$ cat src/sv/dqd_pkg.sv
// ----------------------------------------------------------------------------
// dqd_pkg - shared types and constants for the dual quadrature decoder
// Pin map struct, step direction, register indexes and field widths.
// ----------------------------------------------------------------------------
package dqd_pkg;

  localparam int COUNT_WIDTH = 32;
  localparam int PIN_W       = 6;
  localparam int REPORT_W    = 32;
  localparam int CFG_IDX_W   = 2;
  localparam int IN_DATA_W   = 8;                 // pin_number + level, byte padded
  localparam int OUT_DATA_W  = 136;               // 4 x 32 + pin_matched, byte padded

  // register indexes of the configuration port
  typedef enum logic [CFG_IDX_W-1:0] {
    REG_LEFT_A  = 2'd0,
    REG_LEFT_B  = 2'd1,
    REG_RIGHT_A = 2'd2,
    REG_RIGHT_B = 2'd3
  } cfg_reg_t;

  localparam logic [PIN_W-1:0] LEFT_A_PIN_RST  = 6'd0;
  localparam logic [PIN_W-1:0] LEFT_B_PIN_RST  = 6'd1;
  localparam logic [PIN_W-1:0] RIGHT_A_PIN_RST = 6'd2;
  localparam logic [PIN_W-1:0] RIGHT_B_PIN_RST = 6'd3;

  typedef struct packed {
    logic [PIN_W-1:0] left_a;
    logic [PIN_W-1:0] left_b;
    logic [PIN_W-1:0] right_a;
    logic [PIN_W-1:0] right_b;
  } pin_map_t;

  // one-hot-or-zero channel hit after priority matching
  typedef struct packed {
    logic left_a;
    logic left_b;
    logic right_a;
    logic right_b;
  } pin_hit_t;

  // per-wheel control for one item
  typedef struct packed {
    logic take;    // item moves into the result register this cycle
    logic sample;  // sample request
    logic hit_a;
    logic hit_b;
    logic level;
  } wheel_ctl_t;

  typedef enum logic [1:0] {
    STEP_NONE = 2'd0,
    STEP_UP   = 2'd1,
    STEP_DOWN = 2'd2
  } step_t;

  // x4 transition, state coded {A,B}; A leading B counts up
  function automatic step_t step_dir(input logic [1:0] old_s, input logic [1:0] new_s);
    step_t d;
    unique case ({old_s, new_s})
      4'b0010, 4'b0100, 4'b1011, 4'b1101: d = STEP_UP;
      4'b0001, 4'b0111, 4'b1000, 4'b1110: d = STEP_DOWN;
      default:                            d = STEP_NONE;
    endcase
    return d;
  endfunction

endpackage

$ cat src/sv/dqd_match.sv
// ----------------------------------------------------------------------------
// dqd_match - pin number match
// Compares an edge pin against the four configured channel pins in fixed
// priority order (left A, left B, right A, right B).
// ----------------------------------------------------------------------------
module dqd_match (
  input  dqd_pkg::pin_map_t              pins,
  input  logic                           edge_ev,
  input  logic [dqd_pkg::PIN_W-1:0]      pin_number,
  output dqd_pkg::pin_hit_t              hit
);

  always_comb begin
    hit = '0;
    if (edge_ev) begin
      priority if (pin_number == pins.left_a) begin
        hit.left_a = 1'b1;
      end else if (pin_number == pins.left_b) begin
        hit.left_b = 1'b1;
      end else if (pin_number == pins.right_a) begin
        hit.right_a = 1'b1;
      end else if (pin_number == pins.right_b) begin
        hit.right_b = 1'b1;
      end else begin
        hit = '0;
      end
    end
  end

endmodule

$ cat src/sv/dqd_wheel.sv
// ----------------------------------------------------------------------------
// dqd_wheel - one wheel's x4 counter
// Holds the A/B levels, the wrapping tick count and the count saved at the
// last sample. Gives the count after this item and the delta for a sample.
// ----------------------------------------------------------------------------
module dqd_wheel #(
  parameter int COUNT_WIDTH = dqd_pkg::COUNT_WIDTH
) (
  input  logic                    clk,
  input  logic                    rst_n,
  input  dqd_pkg::wheel_ctl_t     ctl,
  output logic [COUNT_WIDTH-1:0]  position,
  output logic [COUNT_WIDTH-1:0]  delta
);

  logic                   a_r, a_nxt;
  logic                   b_r, b_nxt;
  logic [COUNT_WIDTH-1:0] count_r, count_nxt;
  logic [COUNT_WIDTH-1:0] saved_r;
  dqd_pkg::step_t         dir;

  always_comb begin
    a_nxt = ctl.hit_a ? ctl.level : a_r;
    b_nxt = ctl.hit_b ? ctl.level : b_r;
    dir   = dqd_pkg::step_dir({a_r, b_r}, {a_nxt, b_nxt});
    unique case (dir)
      dqd_pkg::STEP_UP:   count_nxt = count_r + COUNT_WIDTH'(1);
      dqd_pkg::STEP_DOWN: count_nxt = count_r - COUNT_WIDTH'(1);
      default:            count_nxt = count_r;
    endcase
  end

  assign position = count_nxt;
  assign delta    = ctl.sample ? (count_r - saved_r) : '0;

  always_ff @(posedge clk) begin
    if (!rst_n) begin
      a_r     <= 1'b0;
      b_r     <= 1'b0;
      count_r <= '0;
      saved_r <= '0;
    end else if (ctl.take) begin
      a_r     <= a_nxt;
      b_r     <= b_nxt;
      count_r <= count_nxt;
      if (ctl.sample) begin
        saved_r <= count_r;
      end
    end
  end

endmodule

$ cat src/sv/dual_quadrature_decoder_top.sv
// ----------------------------------------------------------------------------
// dual_quadrature_decoder_top - two-wheel x4 quadrature decoder
// Pin edge events step the left/right tick counters; sample requests report
// counts and deltas since the previous sample.
// ----------------------------------------------------------------------------
//  channel  direction  signals                               transfer when
//  in       slave      in_tvalid/in_tready/in_tdata/in_tuser  tvalid & tready
//  out      master     out_tvalid/out_tready/out_tdata        tvalid & tready
//  cfg      slave      cfg_valid/cfg_ready/cfg_index/cfg_data  valid & ready
//
//  One item per cycle sustained while out_tready stays high; an item passes
//  the input register, then match + counter step into the result register.
//  The result register holds while out_tready is low; the input register
//  still takes one item in that time, then in_tready drops.
//  rst_n is synchronous: clears pipeline valids, levels and counters, and
//  loads the default pin map 0,1,2,3. cfg_ready is always high.
// ----------------------------------------------------------------------------
module dual_quadrature_decoder_top #(
  parameter int COUNT_WIDTH = dqd_pkg::COUNT_WIDTH
) (
  input  logic                              clk,
  input  logic                              rst_n,
  input  logic                              in_tvalid,
  output logic                              in_tready,
  input  logic [dqd_pkg::IN_DATA_W-1:0]     in_tdata,   // [5:0] pin_number, [6] level
  input  logic                              in_tuser,   // [0] cmd
  output logic                              out_tvalid,
  input  logic                              out_tready,
  // [31:0] left_position, [63:32] right_position, [95:64] left_delta,
  // [127:96] right_delta, [128] pin_matched
  output logic [dqd_pkg::OUT_DATA_W-1:0]    out_tdata,
  input  logic                              cfg_valid,
  output logic                              cfg_ready,
  input  logic [dqd_pkg::CFG_IDX_W-1:0]     cfg_index,
  input  logic [dqd_pkg::PIN_W-1:0]         cfg_data
);

  localparam int RW = dqd_pkg::REPORT_W;

  dqd_pkg::pin_map_t pins_r;

  logic                      s1_valid_r;
  logic                      s1_cmd_r;
  logic [dqd_pkg::PIN_W-1:0] s1_pin_r;
  logic                      s1_level_r;

  logic                      out_valid_r;
  logic [RW-1:0]             left_pos_r, right_pos_r, left_dlt_r, right_dlt_r;
  logic                      matched_r;

  logic                      out_free;
  logic                      take;
  dqd_pkg::pin_hit_t         hit;
  dqd_pkg::wheel_ctl_t       left_ctl, right_ctl;
  logic [COUNT_WIDTH-1:0]    left_pos, right_pos, left_dlt, right_dlt;

  assign cfg_ready = 1'b1;

  always_ff @(posedge clk) begin
    if (!rst_n) begin
      pins_r.left_a  <= dqd_pkg::LEFT_A_PIN_RST;
      pins_r.left_b  <= dqd_pkg::LEFT_B_PIN_RST;
      pins_r.right_a <= dqd_pkg::RIGHT_A_PIN_RST;
      pins_r.right_b <= dqd_pkg::RIGHT_B_PIN_RST;
    end else if (cfg_valid) begin
      unique case (dqd_pkg::cfg_reg_t'(cfg_index))
        dqd_pkg::REG_LEFT_A:  pins_r.left_a  <= cfg_data;
        dqd_pkg::REG_LEFT_B:  pins_r.left_b  <= cfg_data;
        dqd_pkg::REG_RIGHT_A: pins_r.right_a <= cfg_data;
        dqd_pkg::REG_RIGHT_B: pins_r.right_b <= cfg_data;
      endcase
    end
  end

  // stage advance
  assign out_free  = !out_valid_r || out_tready;
  assign take      = s1_valid_r && out_free;
  assign in_tready = !s1_valid_r || out_free;

  always_ff @(posedge clk) begin
    if (!rst_n) begin
      s1_valid_r <= 1'b0;
    end else if (in_tready) begin
      s1_valid_r <= in_tvalid;
    end
  end

  always_ff @(posedge clk) begin
    if (in_tready && in_tvalid) begin
      s1_cmd_r   <= in_tuser;
      s1_pin_r   <= in_tdata[dqd_pkg::PIN_W-1:0];
      s1_level_r <= in_tdata[dqd_pkg::PIN_W];
    end
  end

  dqd_match u_match (
    .pins       (pins_r),
    .edge_ev    (!s1_cmd_r),
    .pin_number (s1_pin_r),
    .hit        (hit)
  );

  always_comb begin
    left_ctl.take    = take;
    left_ctl.sample  = s1_cmd_r;
    left_ctl.hit_a   = hit.left_a;
    left_ctl.hit_b   = hit.left_b;
    left_ctl.level   = s1_level_r;
    right_ctl.take   = take;
    right_ctl.sample = s1_cmd_r;
    right_ctl.hit_a  = hit.right_a;
    right_ctl.hit_b  = hit.right_b;
    right_ctl.level  = s1_level_r;
  end

  dqd_wheel #(.COUNT_WIDTH(COUNT_WIDTH)) u_left (
    .clk      (clk),
    .rst_n    (rst_n),
    .ctl      (left_ctl),
    .position (left_pos),
    .delta    (left_dlt)
  );

  dqd_wheel #(.COUNT_WIDTH(COUNT_WIDTH)) u_right (
    .clk      (clk),
    .rst_n    (rst_n),
    .ctl      (right_ctl),
    .position (right_pos),
    .delta    (right_dlt)
  );

  always_ff @(posedge clk) begin
    if (!rst_n) begin
      out_valid_r <= 1'b0;
    end else if (out_free) begin
      out_valid_r <= s1_valid_r;
    end
  end

  // counts are sign-extended or truncated to the 32-bit report width
  always_ff @(posedge clk) begin
    if (take) begin
      left_pos_r  <= RW'($signed(left_pos));
      right_pos_r <= RW'($signed(right_pos));
      left_dlt_r  <= RW'($signed(left_dlt));
      right_dlt_r <= RW'($signed(right_dlt));
      matched_r   <= |hit;
    end
  end

  assign out_tvalid = out_valid_r;
  assign out_tdata  = {7'd0, matched_r, right_dlt_r, left_dlt_r, right_pos_r, left_pos_r};

endmodule

$ cat config.mk
export PLATFORM = sky130hd
export DESIGN_NAME = dual_quadrature_decoder_top
export DESIGN_NICKNAME = d
export VERILOG_FILES = /design/src/sv/dqd_pkg.sv /design/src/sv/dqd_match.sv /design/src/sv/dqd_wheel.sv /design/src/sv/dual_quadrature_decoder_top.sv
export SDC_FILE = /design/constraint.sdc
export NUM_CORES = 1
export LEC_CHECK = 0
export ABC_AREA = 1
export ABC_CLOCK_PERIOD_IN_PS = 9500
export BUFFER_PORTS_ARGS = -buffer_cell sky130_fd_sc_hd__buf_2
export CAP_MARGIN = 10
export CORE_UTILIZATION = 30
export CTS_CLUSTER_DIAMETER = 40
export DETAILED_ROUTE_END_ITERATION = 8
export GPL_ROUTABILITY_DRIVEN = 0
export PLACE_DENSITY_LB_ADDON = 0.3
export RECOVER_POWER = 50
export SLEW_MARGIN = 20
export SYNTH_ARGS = -nofsm -noshare
export SYNTH_HDL_FRONTEND = slang
export SYNTH_SLANG_ARGS = --single-unit
$ cat constraint.sdc
create_clock -name clk -period 9.5 [get_ports clk]
set_input_delay 0.475 -clock clk [delete_from_list [all_inputs] [get_ports clk]]
set_output_delay 0.475 -clock clk [all_outputs]
set_load 0.02 [all_outputs]
Yosys cells after proc, flatten, opt, wreduce, memory -nomap -nowiden
Memories as Yosys holds them, arrays and structs flattened.
Index checks and enable logic that the tools add are counted.
Operators by class
  add/sub/neg operators: 6
  $mul: 0
  divide/modulo/power cells: 0
  magnitude comparators: 0
  equality and inequality tests: 11
  shifts and indexed selects: 0
  multiplexer cells: 14
  bitwise logic cells: 0
  reductions and logical operators: 13
Operator list (number)
  $pmux W32 S2: 2
  $add A32 B1 Y32 const B: 2
  $sub A32 B1 Y32 const B: 2
  $sub A32 B32 Y32: 2
  $eq A6 B6 Y1: 4
  $reduce_and A2 Y1: 5
  $mux W1: 9
  $eq A2 B2 Y1 const B: 4
  $eq A2 B1 Y1 const B: 3
  $mux W4: 1
  $reduce_or A4 Y1: 1
  $mux W3: 1
  $logic_and A1 B1 Y1: 2
  $logic_not A1 Y1: 2
  $logic_not A2 Y1: 1
  $logic_or A1 B1 Y1: 2
  $mux W2: 1
Word-level totals
  register bits after elaboration: 295
  bits in latches: 0
  memory bits (writable): 0
  ROM bits: 64
  input port bits: 22
  output and inout port bits: 139
  logic and storage cells: 68
  memories: 2
Memories
  (no name shown): depth 16, width 2, read ports 1, clocked after memory_dff 0, wr ports 0, line dqd_pkg.sv:60  | unique case ({old_s, new_s})
  (no name shown): depth 16, width 2, read ports 1, clocked after memory_dff 0, wr ports 0, line dqd_pkg.sv:60

Depth between registers and ports, before layout
An unclocked memory read counts as a cell.
  word-level depth: 10
  depth in mapped cells: 32
  mapped depth without buffers: 31

Cells and area by module
From an unflattened synthesis, not the netlist that was laid out.
Second synthesis, totals
  cells, all modules: 3093
  area, all modules: 20472.1 um^2
Modules (own cells, without submodules)
  dqd_wheel (u_left): times used 1, cells each 1335, area each 7363.3 um^2, seq. area each 1321.3 um^2
  dqd_wheel (u_right): times used 1, cells each 1317, area each 7305.8 um^2, seq. area each 1321.3 um^2
  dual_quadrature_decoder_top: times used 1, cells each 317, area each 5300.1 um^2, seq. area each 4634.4 um^2
  dqd_match: times used 1, cells each 124, area each 503.0 um^2, seq. area each 0.0 um^2

Worst setup path before layout
No wires, ideal clock.
  path kind: input -> register
  start point: input port out_tready
  end point: register left_dlt_r[0], enable pin
  library setup time: 0.544 ns
  arrival time: 4.730 ns
  data required time: 8.956 ns
  setup slack: 4.226 ns
  stages on the path: 6
  path buffers: 2
  cells stage by stage: inv_1 nand2_1 nand2_1 inv_1 clkbuf_1 clkbuf_1
Between the ends
  cells in the longest elaborated chain, start to end: 2
RTL lines
  start: declaration: line dual_quadrature_decoder_top.sv:28  | input logic out_tready,
  $logic_or A1 B1 Y1: line dual_quadrature_decoder_top.sv:76  | assign out_free = !out_valid_r || out_tready;
  $logic_and A1 B1 Y1: line dual_quadrature_decoder_top.sv:77  | assign take = s1_valid_r && out_free;
  via take: line dual_quadrature_decoder_top.sv:52  | logic take;
  end signal: assignment: line dual_quadrature_decoder_top.sv:145  | left_dlt_r <= RW'($signed(left_dlt));
  end: declaration: line dual_quadrature_decoder_top.sv:48  | logic [RW-1:0] left_pos_r, right_pos_r, left_dlt_r, right_dlt_r;
The timed path passes the listed nets, and every way through them passes these cells.
A chain may end at the register's enable or synchronous reset.

Worst setup path in the final report
  start point: register s1_cmd_r
  end point: register left_pos_r[28], data pin
Between the ends
  cells in the longest elaborated chain, start to end: 5
  elaborated cells on any way between the ends: 7
  classes of those cells: eq/ne (2); mux (4); memory (1)
RTL lines
  start: declaration: line dual_quadrature_decoder_top.sv:43  | logic s1_cmd_r;
  start signal: assignment: line dual_quadrature_decoder_top.sv:90  | s1_cmd_r <= in_tuser;
  $mux W4 (*): line dqd_match.sv:15  | if (edge_ev) begin
  $mux W1 (on tied branches): line dqd_wheel.sv:24, dqd_wheel.sv:23
  $mem_v2 Z16 W2 (*)
  $eq A2 B2 Y1 or $eq A2 B1 Y1 (tied branches): line dqd_wheel.sv:26  | unique case (dir)
  $pmux W32 S2 (*): line dqd_wheel.sv:26
  via left_pos[28]: line dual_quadrature_decoder_top.sv:55  | logic [COUNT_WIDTH-1:0] left_pos, right_pos, left_dlt, right_dlt;
  end signal: assignment: line dual_quadrature_decoder_top.sv:143  | left_pos_r <= RW'($signed(left_pos));
  end: declaration: line dual_quadrature_decoder_top.sv:48
Mark *: on every way through the listed nets, which the timed path passes. The rest lies on a longest branch.

==> summary.txt <==
Global route
  – First-pass GRT wire length: about 90 mm
  – Largest net degree at the start of global routing: between 100 and 150
  – All-Layer GR Usage: 0.1691
  – Antenna violations before repair: 0
  – Remaining Overflow, GRT: 0
  – Vias in the first global route: ~17,000

Clock tree
  – CTS tree: done
  – Cts repair resizes: 0
  – Worst-path clk slew: roughly 0.06 ns
  – CTS H-tree depth: 2
  – Hold_buf cts: 0
  – Clock latency on the worst-skew pair: ~0.6 ns
  – CTS sink cnt: just under 300
  – Total CTS buffers: 58
  – Post-CTS Setup Bufs: 0
  – Root Driver: clkbuf_16
  – Clk buf depth: 3

STA
  – Setup TNS: 0 ns
  – Max Slew Vio Count: between 200 and 300
  – Setup ws final: 2.781 ns
  – Max-slew headroom: -1.433
  – Fmax: roughly 150 MHz
  – Worst slew pin tran: 3.650 ns
  – Crit path time final: roughly 6.7 ns
  – Final period utilization: 0.7073
  – RSZ-0062 raised after global routing: false
  – Setup violations, final: 0
  – Clock Skew: 0.01731 ns
  – Final hold vios: 0

Worst setup path
  – Critical path data arrival time: 7.07 ns
  – R2R depth: 19
  – CP top delay family: buffers and inverters
  – Crit start category: flop
  – Worst path max stage delay: approximately 2.3 ns
  – Worst path depth: 19
  – CP cell instances: clkbuf_1 > nor2_1 > nand2_1 > nand2_1 > o211ai_1 > nand2_1 > nor2_1 > ha_1 > inv_1 > o21bai_1 > nand2_1 > nand2_1 > nand3_1 > nand3_1 > nand2_1 > nand2_1 > nand2_1 > nand3_1 > nand2_1
  – Crit path max fanout: 64
  – Setup Crit Path Kind: reg2reg
  – Required @ worst endpoint: a little under 10 ns
  – Slowest CP cell: clkbuf_1
  – Worst Path Buf+Inv: 2
  – Critical Path Most Common Cell: nand2_1
  – Crit. End Element: flop

Yosys
  – Seq cells post-synth: between 200 and 300
  – Post-Syn Area per Cell: just under 7 sq um
  – Post-synthesis cell area: about 0.019 sq mm
  – Yosys warning count: 0
  – Prevailing post-synth register cell: dfxtp_1
  – Sequential element share of the synthesized area: 0.3758
  – EDFF count, synth: approximately 140
  – Post-synthesis cell count: about 2,800
  – Asr flop ratio synth: 0
  – Yosys cell types: between 40 and 50

Floorplanning
  – Die W: between 200 and 300 um
  – Die area: approximately 0.066 sq mm
  – Die height: between 200 and 300 um
  – Ports: approximately 160
  – Cell Rows: around 90
  – Initial Util: 0.3053
  – Core Region: approximately 0.063 sq mm

Power and ir drop
  – Combinational Power Share: 0.248
  – Part of the power in registers: 0.316
  – Switching power: 1.660 mW
  – Switching Share: 0.3428
  – PD cells: 212.8 mW/mm^2
  – Internal cell power: 3.182 mW
  – Leakage: approximately 11 nW
  – Worst IR Drop VDD: around 0.13 mV
  – Clk pwr share: 0.436

Drt
  – Via/cell ratio: about 4.7
  – Initial DRC count: between 1,000 and 1,500
  – Via Count: between 15,000 and 20,000
  – Drt wl/cell: around 15 um
  – Detailed Route WL: approximately 56 mm
  – DR DRC count: 0
  – Drt pass-1 iters: 7
  – Antenna viol nets, final: 0

Layout
  – Most frequent cells in the layout: 674 x nand2_1, 416 x inv_1, 299 x a21oi_1, 294 x nor2_1, 235 x o21ai_0
  – Final std cells w/o fill: 3,857
  – Most common cell after layout, fill and taps aside: nand2_1
  – P&R area growth vs syn: 17.48%
  – Share of cells above drive strength 1: 0.05912
  – Filler cell count: just under 7,000
  – Antenna cells: 0
  – Nets: 3,085

Placed design
  – DP Wirelength: a little over 40 mm
  – PortBufs: 151
  – Setup WS pre-CTS: around 4.4 ns
  – Placed cells: ~3,700

Worst hold path
  – Hold Crit Class: in2reg
  – Hold Crit Depth: 1

Run status
  – Status: finished with violations
  – Failing checks: max-capacitance violations, max-slew violations

Flow run
  – Max-cap viol count: 4
[cell type report]
cell class	instances	area [sq um]	area share
multi-input cells	2015	10100	0.4440
clock buffers	65	1519	0.06677
inverters	428	1617	0.07106
repair buffers	163	664.4	0.02920
flip-flops and latches	295	7277	0.3199
well taps	846	1059	0.04653
clock inverters	45	514.2	0.02260
[per-layer routing]
layer | vias up | GRT usage | wire length (um)
li1 | 9532 | - | -
met1 | 8038 | 0.2456 | 28440
met2 | 449 | 0.2546 | 23420
met3 | 60 | 0.03407 | 3495
met4 | 0 | 0.03859 | 948
met5 | - | 0 | 0
[cells in the mapped netlist, types with 2 or more instances]
master / count / area share
ha_1: 99 / 0.064
or2_1: 2 / 0.00065
o211ai_1: 9 / 0.0035
inv_2: 7 / 0.0014
fa_1: 3 / 0.0031
and2_1: 7 / 0.0023
nand3_1: 178 / 0.046
o221ai_1: 2 / 0.00090
or2_2: 10 / 0.0032
nor2_2: 9 / 0.0029
conb_1: 2 / 0.00039
o21bai_1: 20 / 0.0078
clkbuf_1: 58 / 0.011
buf_6: 4 / 0.0023
nand4_1: 15 / 0.0048
nand3b_1: 9 / 0.0035
a21o_1: 10 / 0.0039
buf_1: 7 / 0.0014
o22ai_1: 3 / 0.00097
nor4_1: 6 / 0.0019
edfxtp_1: 137 / 0.21
a211oi_1: 4 / 0.0016
nand2_2: 10 / 0.0032
nor2_1: 294 / 0.057
buf_2: 4 / 0.0010
buf_4: 11 / 0.0043
dfxtp_1: 158 / 0.16
nor3_1: 25 / 0.0065
xor2_1: 23 / 0.010
a21oi_1: 299 / 0.077
inv_1: 416 / 0.081
o21ai_1: 13 / 0.0034
nand2_1: 675 / 0.13
nor2_4: 9 / 0.0052
xnor2_1: 7 / 0.0032
clkinv_1: 4 / 0.00078
a31oi_1: 15 / 0.0048
a21boi_0: 4 / 0.0016
o21a_1: 11 / 0.0043
o21ai_0: 234 / 0.060
[logic make-up (layout without fill, tap and decap cells)]
group / Yosys count / after routing / synth area share
buffers and inverters: 513 / 701 / 0.1041
flip-flops: 295 / 295 / 0.3758
AO/OA/AOI/OAI: 625 / 625 / 0.1708
XOR/XNOR: 30 / 30 / 0.01357
AND/OR/NAND/NOR: 1250 / 1250 / 0.2684
adder cells (fa/ha/maj): 102 / 102 / 0.06706
other: 2 / 8 / 0.0003878
[metrics by stage]
step                      utilization  hold WS [ns]  cell area [sq um]  power (mW)
after floorplan                     -        0.4353              19390       2.415
after global placement         0.3296        0.4486              20910       2.751
after detailed placement       0.3296        0.4536              20910       2.752
after CTS                      0.3617      0.008789              22940       4.901
after global routing           0.3587       0.01170              22750       5.119
final                          0.3587       0.04277              22750       4.842
[state kept, by name, summed over array words and instances (netlist names)]
signal / count
right_dlt_r: 32
s1_valid_r: 1
out_tvalid: 1
pins_r: 24
s1_cmd_r: 1
s1_pin_r: 6
u_left.count_r: 32
s1_level_r: 1
left_pos_r: 32
right_pos_r: 32
u_right.b_r: 1
u_left.b_r: 1
u_left.saved_r: 32
left_dlt_r: 32
u_right.count_r: 32
u_right.a_r: 1
u_left.a_r: 1
u_right.saved_r: 32
matched_r: 1
[final timing paths]
path | start | end | slack [ns]
setup / recovery | s1_cmd_r | left_pos_r[28] | 2.78
hold / removal | in_tdata[5] | s1_pin_r[5] | 0.04
setup reg to reg | s1_cmd_r | left_pos_r[28] | 2.78
hold reg to reg | u_right.saved_r[19] | u_right.saved_r[19] | 0.46
[power groups by stage]
stage,registers (mW),logic (mW),clock network (mW)
after floorplan,1.59,0.822,0
after global placement,1.55,1.20,0
after detailed placement,1.55,1.20,0
after CTS,1.53,1.21,2.16
after global routing,1.54,1.36,2.22
final,1.53,1.20,2.11
Note: power is estimated with default switching activity, not from simulation.
